### src/rtl/dqs_pkg.sv
// Shared constants, codes and types for the double-ended queue with search.
package dqs_pkg;

  localparam int DEPTH  = 64;
  localparam int DATA_W = 32;
  localparam int FUNC_W = 3;
  localparam int POS_W  = 7;
  localparam int STAT_W = 2;
  localparam int OCC_W  = $clog2(DEPTH + 1);
  localparam int STEP_W = $clog2(DEPTH);

  localparam int IN_W  = FUNC_W + DATA_W;
  localparam int OUT_W = DATA_W + POS_W + STAT_W;
  localparam int IN_TDATA_W  = ((IN_W + 7) / 8) * 8;
  localparam int OUT_TDATA_W = ((OUT_W + 7) / 8) * 8;

  localparam logic [FUNC_W-1:0] FN_INS_FRONT = 3'd0;
  localparam logic [FUNC_W-1:0] FN_INS_BACK  = 3'd1;
  localparam logic [FUNC_W-1:0] FN_REM_FRONT = 3'd2;
  localparam logic [FUNC_W-1:0] FN_REM_BACK  = 3'd3;
  localparam logic [FUNC_W-1:0] FN_SEARCH    = 3'd4;

  localparam logic [STAT_W-1:0] STAT_OK        = 2'd0;
  localparam logic [STAT_W-1:0] STAT_EMPTY     = 2'd1;
  localparam logic [STAT_W-1:0] STAT_FULL      = 2'd2;
  localparam logic [STAT_W-1:0] STAT_NOT_FOUND = 2'd3;

  typedef enum logic [1:0] {
    CELL_HOLD,
    CELL_SHL,
    CELL_SHR
  } cell_op_t;

  typedef enum logic [1:0] {
    ST_IDLE,
    ST_WALK,
    ST_DONE
  } state_t;

endpackage

### src/rtl/double_ended_queue_with_search.sv
// Top level: bounded deque of signed 32-bit values held in a chain of cells.
//
// Requests enter on the s_ stream (func, value) and each yields exactly one
// result transaction on the m_ stream (removed_value, position, status).
// Entries sit in a row of DEPTH cells with the front in cell 0.
// Insert front and remove front shift the whole row by one place and finish
// in the accepting cycle; the result is visible on the next cycle.
// Insert back, remove back and search rotate the row left once per cycle
// through a full turn, comparing or replacing at cell 0, which brings the row
// back to its original order; the result is loaded after the rotation ends,
// once the output register is free.
// Full inserts, empty removals and unused codes answer at once, with no rotation.
// One request is in flight at a time; s_tready is high only when idle and
// the output register is free or being taken.
// Reset clears occupancy and handshake state; cell contents are left
// as they are and are never read before being written.
// If m_tready stays low, the result is held in the output register and no
// new request is accepted until it is taken.
module double_ended_queue_with_search (
  input  logic                              clk,
  input  logic                              rst,
  input  logic                              s_tvalid,
  output logic                              s_tready,
  // [2:0] func, [34:3] value, [39:35] zero
  input  logic [dqs_pkg::IN_TDATA_W-1:0]    s_tdata,
  output logic                              m_tvalid,
  input  logic                              m_tready,
  // [31:0] removed_value, [38:32] position, [40:39] status, [47:41] zero
  output logic [dqs_pkg::OUT_TDATA_W-1:0]   m_tdata
);

  localparam int DEPTH  = dqs_pkg::DEPTH;
  localparam int DATA_W = dqs_pkg::DATA_W;
  localparam int FUNC_W = dqs_pkg::FUNC_W;
  localparam int POS_W  = dqs_pkg::POS_W;
  localparam int STAT_W = dqs_pkg::STAT_W;
  localparam int OCC_W  = dqs_pkg::OCC_W;
  localparam int STEP_W = dqs_pkg::STEP_W;
  localparam int OUT_TDATA_W = dqs_pkg::OUT_TDATA_W;

  dqs_pkg::state_t   state, state_next;
  dqs_pkg::cell_op_t cell_op;

  logic [DATA_W-1:0] q [DEPTH];
  logic [DATA_W-1:0] head_in;
  logic [DATA_W-1:0] tail_in;

  logic [OCC_W-1:0]  occupancy, occupancy_next;
  logic [STEP_W-1:0] step;
  logic [FUNC_W-1:0] req_func;
  logic [DATA_W-1:0] req_value;
  logic              hit;
  logic [OCC_W-1:0]  found_pos;
  logic [DATA_W-1:0] walk_removed;

  logic [FUNC_W-1:0] in_func;
  logic [DATA_W-1:0] in_value;
  logic              accept;
  logic              out_free;
  logic              start_walk;
  logic              last_step;
  logic [OCC_W-1:0]  step_ext;
  logic              load_out;
  logic [DATA_W-1:0] res_removed;
  logic [POS_W-1:0]  res_pos;
  logic [STAT_W-1:0] res_status;

  assign in_func   = s_tdata[FUNC_W-1:0];
  assign in_value  = s_tdata[FUNC_W+DATA_W-1:FUNC_W];
  assign accept    = s_tvalid && s_tready;
  assign out_free  = !m_tvalid || m_tready;
  assign last_step = (step == STEP_W'(DEPTH - 1));
  assign step_ext  = OCC_W'(step);

  // chain of cells: left neighbor feeds on a right shift, right neighbor on a left shift
  for (genvar k = 0; k < DEPTH; k++) begin : g_cell
    logic [DATA_W-1:0] from_left;
    logic [DATA_W-1:0] from_right;
    if (k == 0) begin : g_head
      assign from_left = head_in;
    end else begin : g_mid_l
      assign from_left = q[k-1];
    end
    if (k == DEPTH - 1) begin : g_tail
      assign from_right = tail_in;
    end else begin : g_mid_r
      assign from_right = q[k+1];
    end
    dqs_cell u_cell (
      .clk        (clk),
      .op         (cell_op),
      .from_left  (from_left),
      .from_right (from_right),
      .q          (q[k])
    );
  end

  always_comb begin
    state_next     = state;
    s_tready       = 1'b0;
    cell_op        = dqs_pkg::CELL_HOLD;
    head_in        = in_value;
    tail_in        = q[0];
    occupancy_next = occupancy;
    start_walk     = 1'b0;
    load_out       = 1'b0;
    res_removed    = '0;
    res_pos        = '0;
    res_status     = dqs_pkg::STAT_OK;
    unique case (state)
      dqs_pkg::ST_IDLE: begin
        s_tready = out_free;
        if (accept) begin
          priority case (in_func)
            dqs_pkg::FN_INS_FRONT: begin
              load_out = 1'b1;
              if (occupancy == OCC_W'(DEPTH)) begin
                res_status = dqs_pkg::STAT_FULL;
              end else begin
                cell_op        = dqs_pkg::CELL_SHR;
                occupancy_next = occupancy + OCC_W'(1);
              end
            end
            dqs_pkg::FN_INS_BACK: begin
              if (occupancy == OCC_W'(DEPTH)) begin
                load_out   = 1'b1;
                res_status = dqs_pkg::STAT_FULL;
              end else begin
                start_walk = 1'b1;
              end
            end
            dqs_pkg::FN_REM_FRONT: begin
              load_out = 1'b1;
              if (occupancy == '0) begin
                res_status = dqs_pkg::STAT_EMPTY;
              end else begin
                res_removed    = q[0];
                cell_op        = dqs_pkg::CELL_SHL;
                occupancy_next = occupancy - OCC_W'(1);
              end
            end
            dqs_pkg::FN_REM_BACK: begin
              if (occupancy == '0) begin
                load_out   = 1'b1;
                res_status = dqs_pkg::STAT_EMPTY;
              end else begin
                start_walk = 1'b1;
              end
            end
            dqs_pkg::FN_SEARCH: begin
              start_walk = 1'b1;
            end
            default: begin
              load_out = 1'b1;
            end
          endcase
          if (start_walk) begin
            state_next = dqs_pkg::ST_WALK;
          end
        end
      end
      dqs_pkg::ST_WALK: begin
        // full left rotation; the back slot is passed through cell 0 at step == occupancy
        cell_op = dqs_pkg::CELL_SHL;
        if (req_func == dqs_pkg::FN_INS_BACK && step_ext == occupancy) begin
          tail_in = req_value;
        end
        if (last_step) begin
          state_next = dqs_pkg::ST_DONE;
          if (req_func == dqs_pkg::FN_INS_BACK) begin
            occupancy_next = occupancy + OCC_W'(1);
          end else if (req_func == dqs_pkg::FN_REM_BACK) begin
            occupancy_next = occupancy - OCC_W'(1);
          end
        end
      end
      dqs_pkg::ST_DONE: begin
        if (out_free) begin
          load_out    = 1'b1;
          state_next  = dqs_pkg::ST_IDLE;
          res_removed = walk_removed;
          if (req_func == dqs_pkg::FN_SEARCH) begin
            if (hit) begin
              res_pos = POS_W'(found_pos);
            end else begin
              res_pos    = POS_W'({1'b0, occupancy} + (OCC_W + 1)'(1));
              res_status = dqs_pkg::STAT_NOT_FOUND;
            end
          end
        end
      end
      default: begin
        state_next = dqs_pkg::ST_IDLE;
      end
    endcase
  end

  always_ff @(posedge clk) begin
    if (rst) begin
      state     <= dqs_pkg::ST_IDLE;
      occupancy <= '0;
      m_tvalid  <= 1'b0;
    end else begin
      state     <= state_next;
      occupancy <= occupancy_next;
      if (load_out) begin
        m_tvalid <= 1'b1;
      end else if (m_tready) begin
        m_tvalid <= 1'b0;
      end
    end
  end

  always_ff @(posedge clk) begin
    if (load_out) begin
      m_tdata <= OUT_TDATA_W'({res_status, res_pos, res_removed});
    end
    if (start_walk) begin
      req_func     <= in_func;
      req_value    <= in_value;
      step         <= '0;
      hit          <= 1'b0;
      found_pos    <= '0;
      walk_removed <= '0;
    end else if (state == dqs_pkg::ST_WALK) begin
      step <= step + STEP_W'(1);
      if (req_func == dqs_pkg::FN_REM_BACK && step_ext == occupancy - OCC_W'(1)) begin
        walk_removed <= q[0];
      end
      if (req_func == dqs_pkg::FN_SEARCH && !hit && step_ext < occupancy
          && q[0] == req_value) begin
        hit       <= 1'b1;
        found_pos <= step_ext + OCC_W'(1);
      end
    end
  end

  occupancy_bound: assert property (@(posedge clk) disable iff (rst)
    occupancy <= OCC_W'(DEPTH))
    else $error("occupancy beyond capacity");

  ready_only_idle: assert property (@(posedge clk) disable iff (rst)
    s_tready |-> state == dqs_pkg::ST_IDLE)
    else $error("request taken outside idle");

  walk_advances: assert property (@(posedge clk) disable iff (rst)
    (state == dqs_pkg::ST_WALK && !last_step) |=>
      (state == dqs_pkg::ST_WALK && step == $past(step) + STEP_W'(1)))
    else $error("rotation step lost");

  walk_leaves_done: assert property (@(posedge clk) disable iff (rst)
    (state == dqs_pkg::ST_WALK && last_step) |=> state == dqs_pkg::ST_DONE)
    else $error("rotation did not finish");

  occ_stable_in_walk: assert property (@(posedge clk) disable iff (rst)
    (state == dqs_pkg::ST_WALK && $past(state) == dqs_pkg::ST_WALK) |->
      $stable(occupancy))
    else $error("occupancy changed mid-rotation");

endmodule

### src/rtl/dqs_cell.sv
// One storage cell of the queue chain: holds an entry, shifts toward either neighbor.
module dqs_cell (
  input  logic                      clk,
  input  dqs_pkg::cell_op_t         op,
  input  logic [dqs_pkg::DATA_W-1:0] from_left,
  input  logic [dqs_pkg::DATA_W-1:0] from_right,
  output logic [dqs_pkg::DATA_W-1:0] q
);

  always_ff @(posedge clk) begin
    unique case (op)
      dqs_pkg::CELL_SHL: q <= from_right;
      dqs_pkg::CELL_SHR: q <= from_left;
      default:           q <= q;
    endcase
  end

endmodule

### config.mk
export PLATFORM = sky130hd
export DESIGN_NAME = double_ended_queue_with_search
export DESIGN_NICKNAME = d
export VERILOG_FILES = /design/src/rtl/dqs_pkg.sv /design/src/rtl/double_ended_queue_with_search.sv /design/src/rtl/dqs_cell.sv
export SDC_FILE = /design/constraint.sdc
export NUM_CORES = 2
export LEC_CHECK = 0
export ABC_CLOCK_PERIOD_IN_PS = 18250
export BUFFER_PORTS_ARGS = -buffer_cell sky130_fd_sc_hd__buf_4
export CAP_MARGIN = 20
export CELL_PAD_IN_SITES_DETAIL_PLACEMENT = 1
export CELL_PAD_IN_SITES_GLOBAL_PLACEMENT = 1
export CORE_ASPECT_RATIO = 0.8
export CORE_UTILIZATION = 53
export CTS_BUF_LIST = sky130_fd_sc_hd__clkbuf_8
export CTS_CLUSTER_DIAMETER = 40
export DETAILED_ROUTE_END_ITERATION = 16
export GPL_TIMING_DRIVEN = 0
export PLACE_DENSITY = 0.86
export SLEW_MARGIN = 20
export SYNTH_ARGS = -nofsm -noshare
export SYNTH_HDL_FRONTEND = slang
export SYNTH_HIERARCHICAL = 1
export SYNTH_SLANG_ARGS = --single-unit
### constraint.sdc
create_clock -name clk -period 18.25 [get_ports clk]
set_clock_uncertainty 0.05 [all_clocks]
set_input_delay 3.65 -clock clk [delete_from_list [all_inputs] [get_ports clk]]
set_output_delay 3.65 -clock clk [all_outputs]
set_load 0.005 [all_outputs]
Word-level counts from Yosys, hierarchy flattened
Cells that the tools add are included.

Output and inout port bits: 50. Register bits: 2180. Bits of input ports: 44.

Reductions and logical operators: 22. Multiplexer cells: 114. Magnitude comparators: 1. $add $sub $neg: 5. Equal/unequal tests: 24.

Operators with widths (number): one-hot mux 32 bit (2 select lines) (65); 2-to-1 mux 32 bit (6); 2-to-1 mux 7 bit (7); equality test 32 bit (1); one-hot mux 7 bit (2 select lines) (2); 2-to-1 mux 2 bit (11); one-hot mux 2 bit (2 select lines) (4); 2-to-1 mux 1 bit (15); adder 7 x 1 -> 7 bit, second input constant (2); equality test 6 x 7 -> 1 bit (2); equality test 3 x 2 -> 1 bit, second input constant (3); inequality test 3 bit, second input constant (3); adder 6 x 1 -> 7 bit, second input constant (1); equality test 7 bit, second input constant (1); logical NOT 7 bit (1); less-than comparator 6 x 7 -> 1 bit (1); AND reduction 7 bit (1); subtractor 7 x 1 -> 7 bit, second input constant (1); adder 6 x 1 -> 6 bit, second input constant (1); equality test 3 x 1 -> 1 bit, second input constant (2); equality test 3 bit, second input constant (2); equality test 6 bit, second input constant (1); logical AND 1 bit (6); inequality test 2 bit, second input constant (3); 16 further kinds (24).

Logic depth before layout (Yosys ltp)
Word-level depth: 9. Depth in mapped cells: 13. Mapped depth without buffers: 10.

Hierarchy
Netlist, hierarchy kept.

Modules (own cells, without submodules): dqs_cell (cells each 71, area an instance 1525.2 sq um, seq. area each 960.9 sq um, times used 64); double_ended_queue_with_search (cells each 580, area an instance 6454.9 sq um, seq. area each 3403.3 sq um, times used 1).

Worst setup path after synthesis
No wires, ideal clock.

Kind: input port to flip-flop. From: input port m_tready. To: register g_cell[0].u_cell/q[0] (netlist bit) (enable). Setup time: 387 ps. Arrival time: 14272 ps. Stages on the path: 5. Path slack: 3541 ps. Required time: 17813 ps. Cell sequence: nand2b_1 nand4b_1 a2111oi_0 ha_1 inv_1.

Cells in the longest elaborated chain, start to end: 7. Elaborated cells on any way between the ends: 8. Classes of those cells: eq/ne: 2; mux: 3; reduce/logical: 3.

RTL lines: from (decl) (line double_ended_queue_with_search.sv:27) `input logic m_tready,`; logical OR 1 bit * (line double_ended_queue_with_search.sv:71) `assign out_free = !m_tvalid || m_tready;`; 2-to-1 mux 1 bit * (line double_ended_queue_with_search.sv:110) `unique case (state)`; logical AND 1 bit * (line double_ended_queue_with_search.sv:70) `assign accept = s_tvalid && s_tready;`; 2-to-1 mux 2 bit * (line double_ended_queue_with_search.sv:113) `if (accept) begin`; one-hot mux 2 bit (2 select lines) * (line double_ended_queue_with_search.sv:110); net cell_op[1] (line double_ended_queue_with_search.sv:42) `dqs_pkg::cell_op_t cell_op;`; equality test 2 x 1 -> 1 bit / equality test 2 bit (equally long branches) (line dqs_cell.sv:11) `unique case (op)`; nonzero test 2 bit (no source line) *; to (signal assigned) (line dqs_cell.sv:12) `dqs_pkg::CELL_SHL: q <= from_right;`; to (signal assigned) (line dqs_cell.sv:13) `dqs_pkg::CELL_SHR: q <= from_left;`; to (signal assigned) (line dqs_cell.sv:14) `default: q <= q;`; to (decl) (line dqs_cell.sv:7) `output logic [dqs_pkg::DATA_W-1:0] q`.

The timed path passes the listed nets; every way through them passes the cells marked *. A chain may end at the register's enable or synchronous reset.

Worst setup path in the final report
From: input port m_tready. To: output port s_tready.

Cells in the longest elaborated chain, start to end: 2.

RTL lines: logical OR 1 bit (line double_ended_queue_with_search.sv:71); 2-to-1 mux 1 bit (line double_ended_queue_with_search.sv:110); to (decl) (line double_ended_queue_with_search.sv:23) `output logic s_tready,`.

No other way between the ends.

==> results by stage <==
Yosys:
- The distinct cell type count after synthesis is 54.
- The most used flip-flop cell after synthesis is edfxtp_1.
- The share of synthesized area occupied by flip-flops and latches is between 60 and 70%.
- After synthesis the netlist holds a flip-flop and latch count of between 2000 and 2500.
- The post-synthesis instance area is ~100000 µm².
- Counting flops with an async set or reset pin after synthesis yields a share of 0%.
- The number of enable-type register cells in the synthesized netlist is ~2100.
- The average instance in the mapped netlist occupies roughly 20 µm².
- The total of warnings raised by yosys is 6.
- The cell count after synthesis came out at slightly above 5000.

Timing:
- For the pin with the worst max-slew slack, the measured transition is 0.952 ns.
- The max-slew violation count is 0.
- Adding up every negative setup slack in the final design gives 0 ns.
- Headroom to the max-slew limit came out at 36.0%.
- The final count of negative-setup-slack endpoints is 0.
- The post-route clock period utilization is 43.8%.
- Based on the critical path, the design can be clocked at up to between 100 and 150 MHz.
- The total count of hold-check failures in the final report is 0.
- The minimum clock period is 7.99 ns.
- Setup repair after global routing left no endpoint under its margin.

Cells and area:
- Of the cells placed in the final design, the portion with a size suffix greater than 1 is slightly above 50%.
- The multi-input combinational cells in the finished layout cover a total of 33900 µm².
- The count of fill cells added during filler insertion is about 17000.
- The post-route cell area is around 110000 µm².
- Leaving out fill and tap cells, the most frequent cells in the layout are edfxtp_1, mux2_4, clkbuf_8.
- Once layout is complete, the cells apart from fillers number about 8400.
- Relative to the synthesized area, the layout overhead comes to 10.1%.
- Across the whole layout, storage elements account for 64900 µm².
- Leaving out fill and tap cells, the most frequent cell in the layout is edfxtp_1.
- The net total in the final layout is about 5700.

Power and ir drop:
- VDD sags by at most about 0.000077 V.
- The power density normalized to cell area is slightly below 100 nW/µm².
- The standby leakage power is around 40 nW.

Detailed routing:
- Once detail routing completed, the nets flagged for antenna violations numbered 0.
- Wires add up to approximately 260 mm.
- The first-pass detailed-route iteration total is 6.
- The via count of the routed design is 50000.
- The topmost layer with routed signal wires is met4.
- In the routed design, unresolved DRC markers number 0.
- The number of vias per cell is between 5 and 6.
- The first routing iteration left 5233 violations.
- After detailed routing, the average wire length per cell comes to roughly 30 µm.
- Summed over all nets, wire length on met2 after detailed routing comes to about 120 mm.
- After detailed routing, the wire length on met1 is roughly 110 mm.
- After detailed routing, the met3 layer carries about 18 mm of wire.

Worst setup path:
- The worst setup path startpoint is m_tready.
- In this run the worst path has a maximum fanout of 6.
- The capture point of the worst reg-to-reg path is g_cell[31].u_cell/q[4]$_DFFE_PP_.
- The cell type of the slowest stage on the worst timing path is nand2b_1.
- The required time of the critical path is 14.55 ns.
- The cell family contributing the most delay on the critical path is simple AND/OR/NAND/NOR gates.
- The critical path's most frequent cell is buf_4.
- For the worst setup path, the data arrival time is about 4.3 ns.
- The signal on the critical path passes through buf_4, nand2b_1, and2_1, buf_4.
- STA classifies the critical path endpoint as a primary output.
- On the worst path, the slowest cell contributes a delay of 0.22 ns.
- Counting both buffers and inverters, the worst setup path holds a total of 2.
- The worst-case register-to-register setup slack is ~13 ns.
- The critical path is of the in -> out type.
- The destination of the critical timing path is s_tready.
- The worst reg2reg path startpoint is occupancy[0]$_SDFFE_PP0P_.
- The critical path crosses 4 cells after its start point.
- The worst reg2reg path depth is 14.
- The worst setup path is launched from an input port.

Clocking:
- Post-CTS repair changed the size of 0 cells.
- The buffers inserted during post-CTS setup optimization is 0.
- The clock transition at the register clock pins on the worst setup and hold paths after CTS is around 0.07 ns.
- The clock reaches the later pin of the worst-skew pair after between 1 and 1.5 ns.
- TritonCTS built the clock tree.
- The root buffer cell is clkbuf_8.
- The total number of clock tree sinks is about 2200.
- Clock tree synthesis inserted a total of around 350 buffers.
- The number of buffers on the longest clock path is 4.
- The H-tree level count is 5.
- The quantity of hold-fixing buffers added after cts is 0.

Placed design:
- Including well taps, the total number of placed cells is around 7800.
- The number of port buffers is about 80.
- The placed cell area is 108000 µm².
- The last weighted congestion value of the routability-driven placer is 0.874.
- Once detailed placement completed, the half-perimeter wirelength came to between 150 and 200 mm.

Floorplan:
- The floorplan step defined a die boundary enclosing 198000 µm².
- The count of standard-cell rows is 145.
- The floorplan step set the die height to around 400 µm.
- The core region area is approximately 200000 µm².
- The initial core utilization is about 53%.
- 94 I/O pins were placed.
- The die is 497 µm wide.

Global routing:
- The number of global-route vias before repair is 53700.
- The wire length of the first global-routing pass is between 300 and 400 mm.
- The initial antenna violation count was 6.
- The largest net degree at the start of global routing is 43.
- Global routing used between 20% and 30% of the available tracks across all layers.
- The sum of overflow across all layers after global routing is 0.

Hold path:
- The path class of the tightest hold or removal check is reg -> reg.

Status:
- The flow ran to the end, and the final reports show no timing, DRC or antenna violations.

Flow run:
- The tool flagged a number of max-cap violations equal to 0.
## cells in the mapped netlist, drive strengths merged (2+ instances only)
| cell | n | area, µm² |
|---|---|---|
| nor2b | 6 | 37.5 |
| inv | 138 | 518 |
| or3 | 4 | 25.0 |
| dfxtp | 56 | 1120 |
| mux2i | 44 | 440 |
| and2 | 2 | 12.5 |
| o211ai | 2 | 15.0 |
| edfxtp | 2124 | 63800 |
| o32ai | 3 | 26.3 |
| and3 | 5 | 31.3 |
| ha | 73 | 913 |
| nor3b | 3 | 27.5 |
| a21oi | 22 | 110 |
| o21ai | 5 | 25.0 |
| mux2 | 2080 | 30600 |
| nand2b | 5 | 31.3 |
| nor4 | 10 | 77.6 |
| or3b | 2 | 17.5 |
| and3b | 3 | 26.3 |
| xor2 | 35 | 307 |
| nand2 | 94 | 353 |
| clkbuf | 27 | 101 |
| xnor2 | 19 | 166 |
| buf | 271 | 4670 |
| nor3 | 7 | 35.0 |
| nand4 | 3 | 18.8 |
| nor2 | 24 | 90.1 |
| a22o | 32 | 280 |
| nand3 | 8 | 40.0 |
## worst min-delay path, stage by stage, from the launching register on
cell and delay [ns]:
dfxtp_1 0.31, nand2_1 0.05, mux2i_1 0.06
## metrics by stage
stage,total power (W),hold slack (ns),utilization (%),setup slack [ns]
after floorplan,0.00678,0.385,-,3.54
after global placement,0.00704,0.393,55.3,-7.50
after detailed placement,0.00714,0.406,55.6,10.26
after CTS,0.0112,0.415,58.7,10.25
after global routing,0.0114,0.432,58.7,10.22
final,0.0111,0.422,58.7,10.26
## power by group
group | switching [W] | internal (W) | leakage, nW
sequential | 0.000229 | 0.00587 | 18.5
clock | 0.00203 | 0.00196 | 3.49
combinational | 0.000491 | 0.000495 | 18.3
total | 0.00275 | 0.00833 | 40.3
## flip-flops by register name, summed over array words and instances (netlist names)
name	count
g_cell.u_cell/q	2048
m_tdata	41
req_value	32
walk_removed	32
found_pos	7
occupancy	7
step	6
req_func	3
state	2
hit	1
m_tvalid	1
## logic make-up (layout without fill, tap and decap cells)
family / after synthesis / count (layout) / share of synthesized area [%]
flops: 2180 / 2180 / 62.4
mux: 2124 / 2124 / 29.9
buf+inv: 437 / 1134 / 5.08
simple gates: 180 / 180 / 0.825
compound gates: 75 / 75 / 0.536
fa+ha+maj: 73 / 73 / 0.878
xor+xnor: 54 / 54 / 0.454
other cells: 1 / 14 / 0.00360
## cell type report
class,instances,area share (%)
clock inverters,227,1.06
well taps,2572,2.81
plain buffers,298,4.16
flip-flops and latches,2180,56.6
diodes,7,0.0153
inverters,139,0.456
clock buffers,359,4.31
repair buffers,111,0.972
multi-input cells,2513,29.6
## how the worst min path moves through the flow
stage / to / depth (start not counted) / start
floorplan: walk_removed[0]$_SDFFE_PP0P_ / 2 / walk_removed[0]$_SDFFE_PP0P_
global placement: walk_removed[2]$_SDFFE_PP0P_ / 2 / walk_removed[2]$_SDFFE_PP0P_
detailed placement: walk_removed[2]$_SDFFE_PP0P_ / 2 / walk_removed[2]$_SDFFE_PP0P_
CTS: walk_removed[2]$_SDFFE_PP0P_ / 2 / walk_removed[2]$_SDFFE_PP0P_
global route: walk_removed[3]$_SDFFE_PP0P_ / 2 / walk_removed[3]$_SDFFE_PP0P_
finish: walk_removed[2]$_SDFFE_PP0P_ / 2 / walk_removed[2]$_SDFFE_PP0P_
## per-layer routing
| metal | track usage (%) | up-vias |
|---|---|---|
| met5 | 0 | - |
| met4 | 5.54 | 0 |
| met3 | 4.54 | 365 |
| met2 | 40.5 | 2062 |
| met1 | 37.2 | 26800 |
| li1 | - | 20800 |
(Power assumes the default switching activity.)
